### src/slaw_pkg.sv
// Package for the subtile layout address walker.
// Field widths, tile geometry, register indexes and reset values.
// No dependencies.
`timescale 1ns / 1ps

package slaw_pkg;

    localparam int TILE_SIDE    = 8;
    localparam int TILE_LOG2    = 3;
    localparam int MAX_DIM      = 256;
    localparam int MAX_ITEM     = 8;

    localparam int DIM_W        = 9;
    localparam int ITEM_W       = 4;
    localparam int CFG_W        = 9;
    localparam int CFG_IDX_W    = 3;
    localparam int OFFSET_W     = 27;
    localparam int RUN_W        = 15;
    localparam int TCOUNT_W     = 5;   // tile row / column counters
    localparam int NTILE_W      = 6;   // tile counts, up to MAX_DIM / TILE_SIDE
    localparam int ROW_W        = 3;   // row inside a tile

    localparam int ROWB_W       = 12;  // dim2 * item bytes
    localparam int PLANE_W      = 20;  // dim1 * dim2 * item bytes

    // register indexes on the configuration port
    typedef enum logic [CFG_IDX_W-1:0] {
        REG_DIM0_SIZE   = 3'd0,
        REG_DIM1_SIZE   = 3'd1,
        REG_DIM2_SIZE   = 3'd2,
        REG_ITEM_BYTES  = 3'd3,
        REG_TO_STANDARD = 3'd4
    } cfg_index_t;

    localparam logic [DIM_W-1:0]  DIM0_RESET  = 9'd64;
    localparam logic [DIM_W-1:0]  DIM1_RESET  = 9'd64;
    localparam logic [DIM_W-1:0]  DIM2_RESET  = 9'd64;
    localparam logic [ITEM_W-1:0] ITEM_RESET  = 4'd1;
    localparam logic              TO_STD_RESET = 1'b1;

    typedef struct packed {
        logic [OFFSET_W-1:0] src_offset;
        logic [OFFSET_W-1:0] dst_offset;
        logic [RUN_W-1:0]    run_bytes;
        logic                last;
    } result_t;

endpackage

### src/subtile_layout_address_walker_top.sv
// Top level of the subtile layout address walker: descriptor generator.
// Depends on slaw_pkg.
`timescale 1ns / 1ps

// Usage
//   Configuration: cfg_wr_en / cfg_index / cfg_data write one register per
//   cycle (dim0, dim1, dim2, item bytes, direction). Write only while idle.
//   After any write, and after reset, in_stall stays high while the stride
//   products settle through two registered multipliers.
//   Input channel: each item carries restart; restart = 1 starts the brick
//   at its first run. Each accepted item produces one descriptor, except
//   when dim0 or dim1 holds fewer than one tile: then no result.
//   Output channel: src_offset, dst_offset, run_bytes and last; last marks
//   the final run, after which the walk wraps to the first run.
//   Throughput: one item per cycle while in_stall is low; offsets come from small counter-times-
//   stride products and one three-way add between the counters and the
//   output register.
//   Stall: a two-entry output (result register plus skid register) lets one
//   more item in while a result waits; in_stall rises once the skid is full.
//   Reset (rst_n low, asynchronous): registers return to their defaults, the
//   walk to its first run, both output entries empty.
module subtile_layout_address_walker_top
    import slaw_pkg::*;
(
    input  logic                  clk,
    input  logic                  rst_n,

    input  logic                  cfg_wr_en,
    input  logic [CFG_IDX_W-1:0]  cfg_index,
    input  logic [CFG_W-1:0]      cfg_data,

    input  logic                  in_valid,
    output logic                  in_stall,
    input  logic                  restart,

    output logic                  out_valid,
    input  logic                  out_stall,
    output logic [OFFSET_W-1:0]   src_offset,
    output logic [OFFSET_W-1:0]   dst_offset,
    output logic [RUN_W-1:0]      run_bytes,
    output logic                  last
);

    localparam logic [DIM_W-1:0]  DIM_CLAMP  = DIM_W'(MAX_DIM);
    localparam logic [ITEM_W-1:0] ITEM_CLAMP = ITEM_W'(MAX_ITEM);
    localparam logic [ROW_W-1:0]  ROW_LAST   = ROW_W'(TILE_SIDE - 1);

    // configuration
    logic [DIM_W-1:0]  dim0_reg, dim1_reg, dim2_reg;
    logic [ITEM_W-1:0] item_reg;
    logic              to_std_reg;
    logic [1:0]        settle_reg;

    // stride products
    logic [ROWB_W-1:0]  rowb_reg;   // d2 * b
    logic [PLANE_W-1:0] plane_reg;  // d1 * d2 * b

    // walk position
    logic [TCOUNT_W-1:0] trow_reg, tcol_reg;
    logic [ROW_W-1:0]    rit_reg;

    // output entries
    result_t out_reg, skid_reg;
    logic    out_valid_reg, skid_valid_reg;

    logic [DIM_W-1:0]   d0c, d1c, d2c;
    logic [ITEM_W-1:0]  bc;
    logic [NTILE_W-1:0] n0, n1;
    logic               empty_brick;
    logic               accept, push, pop;
    logic               oob;

    logic [TCOUNT_W-1:0] er, ec;
    logic [ROW_W-1:0]    ek;
    logic [TCOUNT_W-1:0] trow_next, tcol_next;
    logic [ROW_W-1:0]    rit_next;

    logic [RUN_W-1:0]         col_stride;     // 8 * d2 * b
    logic [OFFSET_W-1:0]      row_term;
    logic [OFFSET_W-1:0]      col_std_term, col_sub_term;
    logic [OFFSET_W-1:0]      k_std_term, k_sub_term;
    logic [OFFSET_W-1:0]      std_off, sub_off;
    result_t                  res_next;

    always_comb
    begin
        d0c = (dim0_reg > DIM_CLAMP) ? DIM_CLAMP : dim0_reg;
        d1c = (dim1_reg > DIM_CLAMP) ? DIM_CLAMP : dim1_reg;
        d2c = (dim2_reg > DIM_CLAMP) ? DIM_CLAMP : dim2_reg;
        bc  = (item_reg > ITEM_CLAMP) ? ITEM_CLAMP : item_reg;
        n0  = NTILE_W'(d0c >> TILE_LOG2);
        n1  = NTILE_W'(d1c >> TILE_LOG2);
        empty_brick = (n0 == '0) || (n1 == '0);
    end

    assign in_stall  = (settle_reg != 2'd0) || skid_valid_reg;
    assign accept    = in_valid && !in_stall;
    assign push      = accept && !empty_brick;
    assign pop       = out_valid_reg && !out_stall;

    // effective position: restart or a position past the current bounds
    // begins again at the first run
    always_comb
    begin
        oob = ({1'b0, trow_reg} >= n0) || ({1'b0, tcol_reg} >= n1);
        if (restart || oob)
        begin
            er = '0;
            ec = '0;
            ek = '0;
        end
        else
        begin
            er = trow_reg;
            ec = tcol_reg;
            ek = rit_reg;
        end
    end

    always_comb
    begin
        if (empty_brick)
        begin
            trow_next = '0;
            tcol_next = '0;
            rit_next  = '0;
        end
        else if (ek != ROW_LAST)
        begin
            trow_next = er;
            tcol_next = ec;
            rit_next  = ek + 1'b1;
        end
        else
        begin
            rit_next = '0;
            if (({1'b0, ec} + 1'b1) < n1)
            begin
                tcol_next = ec + 1'b1;
                trow_next = er;
            end
            else
            begin
                tcol_next = '0;
                if (({1'b0, er} + 1'b1) < n0)
                    trow_next = er + 1'b1;
                else
                    trow_next = '0;
            end
        end
    end

    // offsets: std = r*8*P + c*8*R + k*P, sub = r*8*P + c*64*R + k*8*R
    // with R = d2*b and P = d1*d2*b
    always_comb
    begin
        col_stride   = {rowb_reg, 3'b000};
        row_term     = OFFSET_W'({OFFSET_W'(er) * OFFSET_W'(plane_reg), 3'b000});
        col_std_term = OFFSET_W'(ec) * OFFSET_W'(col_stride);
        col_sub_term = OFFSET_W'({OFFSET_W'(ec) * OFFSET_W'(col_stride), 3'b000});
        k_std_term   = OFFSET_W'(ek) * OFFSET_W'(plane_reg);
        k_sub_term   = OFFSET_W'(ek) * OFFSET_W'(col_stride);
        std_off      = row_term + col_std_term + k_std_term;
        sub_off      = row_term + col_sub_term + k_sub_term;

        res_next.src_offset = to_std_reg ? sub_off : std_off;
        res_next.dst_offset = to_std_reg ? std_off : sub_off;
        res_next.run_bytes  = col_stride;
        res_next.last       = ({1'b0, er} == n0 - 1'b1) && ({1'b0, ec} == n1 - 1'b1)
                              && (ek == ROW_LAST);
    end

    always_ff @(posedge clk or negedge rst_n)
    begin
        if (!rst_n)
        begin
            dim0_reg   <= DIM0_RESET;
            dim1_reg   <= DIM1_RESET;
            dim2_reg   <= DIM2_RESET;
            item_reg   <= ITEM_RESET;
            to_std_reg <= TO_STD_RESET;
            settle_reg <= 2'd2;
        end
        else
        begin
            if (cfg_wr_en)
            begin
                settle_reg <= 2'd2;
                unique case (cfg_index)
                    REG_DIM0_SIZE:   dim0_reg   <= cfg_data[DIM_W-1:0];
                    REG_DIM1_SIZE:   dim1_reg   <= cfg_data[DIM_W-1:0];
                    REG_DIM2_SIZE:   dim2_reg   <= cfg_data[DIM_W-1:0];
                    REG_ITEM_BYTES:  item_reg   <= cfg_data[ITEM_W-1:0];
                    REG_TO_STANDARD: to_std_reg <= cfg_data[0];
                    default: ;
                endcase
            end
            else if (settle_reg != 2'd0)
            begin
                settle_reg <= settle_reg - 2'd1;
            end
        end
    end

    // stride products, one multiplier per registered stage: rowb_reg, then plane_reg
    always_ff @(posedge clk)
    begin
        rowb_reg  <= ROWB_W'(d2c) * ROWB_W'(bc);
        plane_reg <= PLANE_W'(d1c) * PLANE_W'(rowb_reg);
    end

    always_ff @(posedge clk or negedge rst_n)
    begin
        if (!rst_n)
        begin
            trow_reg <= '0;
            tcol_reg <= '0;
            rit_reg  <= '0;
        end
        else if (accept)
        begin
            trow_reg <= trow_next;
            tcol_reg <= tcol_next;
            rit_reg  <= rit_next;
        end
    end

    // result register plus skid; a push never meets a full skid
    always_ff @(posedge clk or negedge rst_n)
    begin
        if (!rst_n)
        begin
            out_valid_reg  <= 1'b0;
            skid_valid_reg <= 1'b0;
        end
        else
        begin
            if (push)
            begin
                if (!out_valid_reg || pop)
                    out_valid_reg <= 1'b1;
                else
                    skid_valid_reg <= 1'b1;
            end
            else if (pop)
            begin
                if (skid_valid_reg)
                    skid_valid_reg <= 1'b0;
                else
                    out_valid_reg <= 1'b0;
            end
        end
    end

    always_ff @(posedge clk)
    begin
        if (push)
        begin
            if (!out_valid_reg || pop)
                out_reg <= res_next;
            else
                skid_reg <= res_next;
        end
        else if (pop && skid_valid_reg)
        begin
            out_reg <= skid_reg;
        end
    end

    assign out_valid  = out_valid_reg;
    assign src_offset = out_reg.src_offset;
    assign dst_offset = out_reg.dst_offset;
    assign run_bytes  = out_reg.run_bytes;
    assign last       = out_reg.last;

endmodule
### config.mk
export PLATFORM = sky130hd
export DESIGN_NAME = subtile_layout_address_walker_top
export DESIGN_NICKNAME = d
export VERILOG_FILES = /design/src/slaw_pkg.sv /design/src/subtile_layout_address_walker_top.sv
export SDC_FILE = /design/constraint.sdc
export NUM_CORES = 1
export LEC_CHECK = 0
export ABC_CLOCK_PERIOD_IN_PS = 13350
export BUFFER_PORTS_ARGS = -buffer_cell sky130_fd_sc_hd__buf_2
export CORE_MARGIN = 1
export CORE_UTILIZATION = 58
export CTS_BUF_LIST = sky130_fd_sc_hd__clkbuf_2
export DETAILED_ROUTE_END_ITERATION = 12
export PLACE_DENSITY = 0.71
export SETUP_SLACK_MARGIN = 0.5
export SLEW_MARGIN = 25
export SYNTH_ARGS = -nofsm -noshare
export SYNTH_HDL_FRONTEND = slang
export SYNTH_SLANG_ARGS = --single-unit
### constraint.sdc
create_clock -name clk -period 13.35 [get_ports clk]
set_input_delay 2.67 -clock clk [delete_from_list [all_inputs] [get_ports clk]]
set_output_delay 2.67 -clock clk [all_outputs]
set_load 0.05 [all_outputs]
======== After elaboration in Yosys (flattened, before gate mapping) ========
Cells that the tools add are included.
operators by class
  magnitude comparators ................... 8
  reductions and logical operators ........ 31
  add/subtract/negate cells ............... 12
  bitwise operators ....................... 1
  $mul .................................... 6
  eq/ne operators ......................... 11
  muxes and demuxes ....................... 30
operator list
  operator                                                             number
  70-bit 2-to-1 mux                                                    3
  27-bit by 23-bit adder with 27-bit output                            2
  27-bit 2-to-1 mux                                                    2
  5-bit 2-to-1 mux                                                     9
  27-bit by 18-bit adder with 27-bit output                            1
  27-bit by 20-bit adder with 27-bit output                            1
  9-bit greater-than comparator (second input constant)                3
  9-bit 2-to-1 mux                                                     3
  5-bit by 20-bit multiplier with 24-bit output                        1
  3-bit by 20-bit multiplier with 23-bit output                        1
  9-bit by 12-bit multiplier with 20-bit output                        1
  5-bit by 12-bit multiplier with 17-bit output                        1
  2-bit AND reduction                                                  8
  3-bit by 12-bit multiplier with 15-bit output                        1
  5-bit by 1-bit adder with 6-bit output (second input constant)       2
  5-bit by 6-bit equality test with 1-bit output                       2
  5-bit by 6-bit >= comparator with 1-bit output                       2
  6-bit zero test                                                      2
  6-bit less-than comparator                                           2
  9-bit by 4-bit multiplier with 12-bit output                         1
  6-bit by 1-bit subtractor with 6-bit output (second input constant)  2
  5-bit by 1-bit adder with 5-bit output (second input constant)       2
  3-bit 2-to-1 mux                                                     3
  2-bit nonzero test                                                   4
  18 further kinds                                                     40
word-level totals
  register bits ........................... 218
  output and inout bits ................... 72
  word-level logic and storage cells ...... 120

======== Longest topological paths before layout ========
Gate-level depths: netlist of the first run.
  depth after elaboration ................. 12
  depth in mapped cells ................... 40
  gate-level depth less buffers ........... 38

======== Worst setup path before layout of the first run ========
OpenSTA, ideal clock, no wires.
  kind .................................... input port to flip-flop
  start ................................... input port restart
  end ..................................... register out_reg (netlist bit dst_offset[23]), data pin
  data required time ...................... 13090 ps
  arrival ................................. 9583 ps
  cell stages on the path ................. 28
  setup slack ............................. 3507 ps
  cells stage by stage .................... o21ba_2 and3_4 clkbuf_1 clkbuf_1 nand2_1 fa_1 fa_1 fa_1 inv_1 ha_1 o211ai_1 o21ai_0 a21o_1 a211oi_1 a21oi_1 fa_1 inv_1 fa_1 inv_1 ha_1 nand3_1 a2111oi_4 o311ai_2 a31o_1 a21boi_2 o211ai_1 mux2_2 mux2_2
RTL lines
  item                  RTL line                                  text
  from (decl)           subtile_layout_address_walker_top.sv:34   input logic restart,
  to (signal assigned)  subtile_layout_address_walker_top.sv:260  out_reg <= res_next;
  to (signal assigned)  subtile_layout_address_walker_top.sv:266  out_reg <= skid_reg;
  to (decl)             subtile_layout_address_walker_top.sv:63   result_t out_reg, skid_reg;

==> results of run 1 <==
==> layout make-up <==
cell class              instances  share of cell area (%)
repair buffers                111                    2.53
inverters                     369                    5.64
clock buffers                  84                    1.71
diodes                          3                  0.0306
well taps                     518                    2.64
flip-flops and latches        212                    23.7
multi-input cells            1801                    63.3
clock inverters                14                   0.453
==> worst max-delay path by stage <==
stage	slack [ns]	from	to	cells after the start
after detailed placement	2.55	restart	src_offset[26]	30
after floorplan	3.51	restart	dst_offset[23]	28
after CTS	3.01	dim1_reg[8]	src_offset[26]	35
final	3.01	dim1_reg[8]	src_offset[26]	35
after global routing	2.09	dim1_reg[8]	src_offset[26]	36
after global placement	2.71	restart	src_offset[26]	31
==> layer usage <==
layer  routed length [um]  global-route usage [%]  vias to the layer above
met5                    0                       0                        -
met1                23200                    35.3                     8618
met3                 2490                    3.69                       96
met4                 1690                    9.25                        0
li1                     -                       -                     8210
met2                27300                    49.9                      449
==> synth_stat cells (13+ instances only) <==
cell type  instances  area (um^2)
nor3_1            24          120
buf_1             18         67.6
nor2_1            85          319
mux2_2            84          946
nand2_1          447         1680
dfxtp_1           32          641
inv_1            367         1380
fa_1             244         4880
nor2b_1           39          244
o211ai_1          13         97.6
a21o_1            36          270
and3_1            44          275
a21oi_1           79          395
o21a_1            13         97.6
edfxtp_1         134         4020
ha_1             212         2650
nand3_1           31          155
dfrtp_1           40         1000
o21ai_0           48          240
xnor2_1           80          701
nand2b_1          27          169
xor2_1            40          350
and2_1           101          632
clkbuf_1          66          248
==> worst reg2reg max path, delay by kind of cell (launching register included) <==
kind	cells	cell delay, ns
muxes	1	0.26
AOI/OAI and AO/OA	11	2.59
and+or+nand+nor	9	1.93
DFF	1	0.92
xor gates and xnor gates	2	0.51
adders and majority gates	8	3.56
buffers and inverters	4	0.37
==> power by group <==
part	internal [mW]	switching (mW)	total [mW]
clock network	0.205	0.270	0.475
logic	0.474	0.807	1.28
registers	0.829	0.183	1.01
total	1.51	1.26	2.77
==> logic make-up (layout without fill, tap and decap cells) <==
logic type               count (synthesis)  after routing  share of synthesized area, %
AO/OA/AOI/OAI                          289            289                          8.55
other                                    1              6                        0.0162
buffers and inverters                  460            578                          7.57
XOR/XNOR                               121            121                          4.66
AND/OR/NAND/NOR                        844            844                          17.0
multiplexers                            88             88                          4.28
adder cells (fa/ha/maj)                456            456                          32.7
flip-flops                             212            212                          25.2
==> impl_metrics.env, run 1 <==
export IMPL_status="finished, final reports clean"
export IMPL_largest_reg_flops=67
export IMPL_hold_viol_final=0
export IMPL_antenna_found_initial=1
export IMPL_r2r_start="dim1_reg[8]"
export IMPL_drtIter0Drc=1078
export IMPL_placeableCoreArea_um2=38900
export IMPL_p_leak_nw=12.5
export IMPL_power_mw=2.77
export IMPL_cts_resized=0
export IMPL_die_width_um=201
export IMPL_rsz0062_at_grt="false"
export IMPL_yosys_warnings=0
export IMPL_r2r_end="src_offset[26]"
export IMPL_holdBufCountCts=0
export IMPL_gr_total_overflow=0
export IMPL_postCtsSetupRepairBufs=0
export IMPL_ant_nets=0
export IMPL_clock_latency_ns=0.90
export IMPL_multi_input_area_um2=15500
export IMPL_path_buf_inv=4
export IMPL_clk_pin_slew_ns=0.11
export IMPL_cp_end_kind="flip-flop"
export IMPL_crit_arrival_ns=10.98
export IMPL_wl_per_cell_um=17.6
export IMPL_synth_area_um2=23100
export IMPL_syn_area_per_cell_um2=9.34
export IMPL_seq_area_um2=5830
export IMPL_grt_pass1_wl_mm=91.3
export IMPL_numCtsBuffers=53
export IMPL_grt_pass1_vias=18253
export IMPL_drc=0
export IMPL_fin_ws_ns=3.01
export IMPL_setup_viol=0
export IMPL_whs_ns=0.478
export IMPL_setup_tns_final_ns=0
export IMPL_die_area_um2=40600
export IMPL_seq_area_frac_synth_pct=25.2
export IMPL_reg2reg_slack_ns=3.01
export IMPL_post_route_period_util_pct=77.5
export IMPL_ys_seq_elements=212
export IMPL_grt_max_degree=73
export IMPL_die_h_um=201
export IMPL_fin_cells=3112
export IMPL_maxCapViolations=0
export IMPL_hold_depth=2
export IMPL_htree_num_levels=2
export IMPL_place_ws_ns=2.55
export IMPL_synth_top_flop_cell="edfxtp_1"
export IMPL_area_delta_synth_final_pct=6.42
export IMPL_grt_usage_pct=28.1
export IMPL_netlist_instances=2471
export IMPL_ff2ff_path_depth=35
export IMPL_wirelength_mm=54.6
export IMPL_clock_fmax_ghz=0.0967
export IMPL_max_slew_margin_rel_pct=31.2
export IMPL_gp_congestion=0.912
export IMPL_synth_cell_types=86
export IMPL_layout_commonest_cell="nand2_1"
export IMPL_cts_path_max_buffers=3
export IMPL_final_cell_mix="nand2_1 (447), inv_1 (367), fa_1 (244), ha_1 (212), edfxtp_1 (134)"
export IMPL_final_nets=3022
export IMPL_dr_pass1_iters=7
export IMPL_worstMarginPinSlew_ns=1.03
export IMPL_ios=90
export IMPL_cpMaxStageDelayCell="dfrtp_1"
export IMPL_placed_area_um2=24000
export IMPL_hp_class="reg2reg"
export IMPL_io_buffers=86
export IMPL_cts_root_buf="clkbuf_2"
export IMPL_path_class="reg2reg"
export IMPL_hp_start="rit_reg[0]"
export IMPL_p_per_area_nw_per_um2=113
export IMPL_path_max_fanout=23
export IMPL_final_area_um2=24600
export IMPL_min_period_ns=10.34
export IMPL_drive_gt1_share_pct=12.7
export IMPL_clkSinkCount=212
export IMPL_slew_viol_final=0
export IMPL_tritoncts="done"
export IMPL_fin_skew_ns=0.0493
export IMPL_critPathMaxStageDelay_ns=0.92
export IMPL_row_count=72
export IMPL_path_delay_family="adder cells"
export IMPL_vias=17373
export IMPL_ir_drop_v=0.0000850
export IMPL_fillers=3370
export IMPL_placedCellCount=3011
export IMPL_required_ns=13.99
export IMPL_start_util_pct=59.3
export IMPL_fin_util_pct=63.1
export IMPL_async_reset_ff_share_pct=21.7
export IMPL_min_to="rit_reg[0]"
export IMPL_cp_start_kind="flip-flop"
export IMPL_viasPerCell=5.58
export IMPL_crit_path_frequent_cell="fa_1"
export IMPL_synth_enable_flop_cells=134
export IMPL_dp_hpwl_mm=42.6
(Power assumes the default switching activity.)
==> run 2: changes to the inputs <==
- ABC_CLOCK_PERIOD_IN_PS: 13350 -> 10800
- clock period: 13.35 -> 10.8 ns (I/O delays scaled with it)
==> impl_metrics.env, run 2 (synthesized netlist as in run 1, its figures left out) <==
export IMPL_placeableCoreArea_um2=38900
export IMPL_cp_end_kind="flip-flop"
export IMPL_final_area_um2=24500
export IMPL_gr_total_overflow=0
export IMPL_clock_fmax_ghz=0.105
export IMPL_min_period_ns=9.56
export IMPL_start_util_pct=59.3
export IMPL_cts_path_max_buffers=3
export IMPL_slew_viol_final=0
export IMPL_setup_tns_final_ns=0
export IMPL_ant_nets=0
export IMPL_io_buffers=86
export IMPL_rsz0062_at_grt="false"
export IMPL_crit_path_frequent_cell="fa_1"
export IMPL_dp_hpwl_mm=42.9
export IMPL_worstMarginPinSlew_ns=1.11
export IMPL_postCtsSetupRepairBufs=0
export IMPL_fin_ws_ns=1.24
export IMPL_maxCapViolations=0
export IMPL_p_leak_nw=12.5
export IMPL_ios=90
export IMPL_grt_max_degree=73
export IMPL_cpMaxStageDelayCell="fa_1"
export IMPL_wl_met3_mm=2.56
export IMPL_numCtsBuffers=55
export IMPL_hp_start="skid_reg[14]"
export IMPL_hold_viol_final=0
export IMPL_drive_gt1_share_pct=12.8
export IMPL_fin_skew_ns=0.0967
export IMPL_holdBufCountCts=0
export IMPL_path_max_fanout=18
export IMPL_area_delta_synth_final_pct=6.36
export IMPL_die_h_um=201
export IMPL_placedCellCount=3017
export IMPL_highest_layer="met4"
export IMPL_required_ns=11.54
export IMPL_placed_area_um2=24100
export IMPL_viasPerCell=5.57
export IMPL_ir_drop_v=0.000129
export IMPL_cp_start_kind="flip-flop"
export IMPL_r2r_start="dim1_reg[8]"
export IMPL_gp_congestion=0.925
export IMPL_hp_class="reg2reg"
export IMPL_cts_root_buf="clkbuf_2"
export IMPL_wl_met1_mm=22.8
export IMPL_path_class="reg2reg"
export IMPL_die_area_um2=40600
export IMPL_die_width_um=201
export IMPL_critPathMaxStageDelay_ns=0.56
export IMPL_r2r_end="dst_offset[26]"
export IMPL_wl_met2_mm=27.2
export IMPL_grt_pass1_wl_mm=90.8
export IMPL_htree_num_levels=2
export IMPL_place_ws_ns=0.736
export IMPL_cts_resized=0
export IMPL_largest_reg_flops=67
export IMPL_drc=0
export IMPL_row_count=72
export IMPL_setup_viol=0
export IMPL_reg2reg_slack_ns=1.24
export IMPL_clk_pin_slew_ns=0.09
export IMPL_antenna_found_initial=2
export IMPL_crit_arrival_ns=10.30
export IMPL_p_per_area_nw_per_um2=138
export IMPL_clock_latency_ns=1.01
export IMPL_tritoncts="done"
export IMPL_wirelength_mm=54.6
export IMPL_clkSinkCount=212
export IMPL_ff2ff_path_depth=36
export IMPL_hold_depth=2
export IMPL_wl_per_cell_um=17.5
export IMPL_drtIter0Drc=959
export IMPL_final_nets=3030
export IMPL_status="finished, final reports clean"
export IMPL_dr_pass1_iters=7
export IMPL_post_route_period_util_pct=88.5
export IMPL_final_cell_mix="nand2_1 (447), inv_1 (367), fa_1 (244), ha_1 (212), edfxtp_1 (134)"
export IMPL_min_to="run_bytes[13]"
export IMPL_fin_cells=3116
export IMPL_whs_ns=0.498
export IMPL_layout_commonest_cell="nand2_1"
export IMPL_vias=17371
export IMPL_grt_pass1_vias=18100
export IMPL_grt_usage_pct=28.1
export IMPL_max_slew_margin_rel_pct=25.7
==> run 2: cell types whose count changed in the layout (fill, tap and decap cells not counted), sizes merged <==
cell | before | now
diode | 3 | 2
clkinv | 12 | 13
buf | 111 | 117
bufinv | 2 | 0
clkbuf | 84 | 83
inv | 368 | 369
==> run 2: layer usage <==
metal	track usage [%]	vias up
li1	-	8219
met1	34.9	8643
met2	49.4	410
met3	4.20	99
met4	10.8	0
met5	0	-
==> run 2: how the worst max path moves through the flow <==
| stage | from | end | slack (ns) | depth (start not counted) |
|---|---|---|---|---|
| after floorplan | restart | dst_offset[23] | 1.47 | 28 |
| after global placement | restart | src_offset[26] | 0.99 | 31 |
| after detailed placement | restart | dst_offset[26] | 0.74 | 30 |
| after CTS | dim0_reg[8] | dst_offset[26] | 1.09 | 37 |
| after global routing | dim0_reg[8] | src_offset[26] | 0.53 | 37 |
| final | dim1_reg[8] | dst_offset[26] | 1.24 | 36 |
==> run 2: worst max-delay path: cells and delay by family (launching register included) <==
family                   cells  cell delay, ns
adder cells (fa/ha/maj)      8            3.58
AO/OA/AOI/OAI               11            2.33
AND/OR/NAND/NOR              7            1.23
buffers and inverters        7            0.98
XOR/XNOR                     2            0.50
flip-flops                   1            0.45
multiplexers                 1            0.27
==> run 2: final cells by class <==
type | count | area (um^2)
Multi-Input combinational cell | 1801 | 15500
Fill cell | 3352 | 14400
Sequential cell | 212 | 5820
Inverter | 369 | 1390
Timing Repair Buffer | 117 | 666
Tap cell | 518 | 648
Clock buffer | 83 | 415
Clock inverter | 14 | 58.8
Antenna cell | 2 | 5.00
==> run 2: where the power goes <==
part	total, mW	internal (mW)	switching (mW)
sequential	1.25	1.02	0.226
clock	0.544	0.204	0.340
combinational	1.59	0.591	1.00
==> run 2: through the flow <==
step	utilization [%]	total power, mW
floorplan	-	2.39
global placement	61.8	2.80
detailed placement	61.8	2.86
CTS	63.1	3.42
global route	63.1	3.67
finish	63.1	3.39
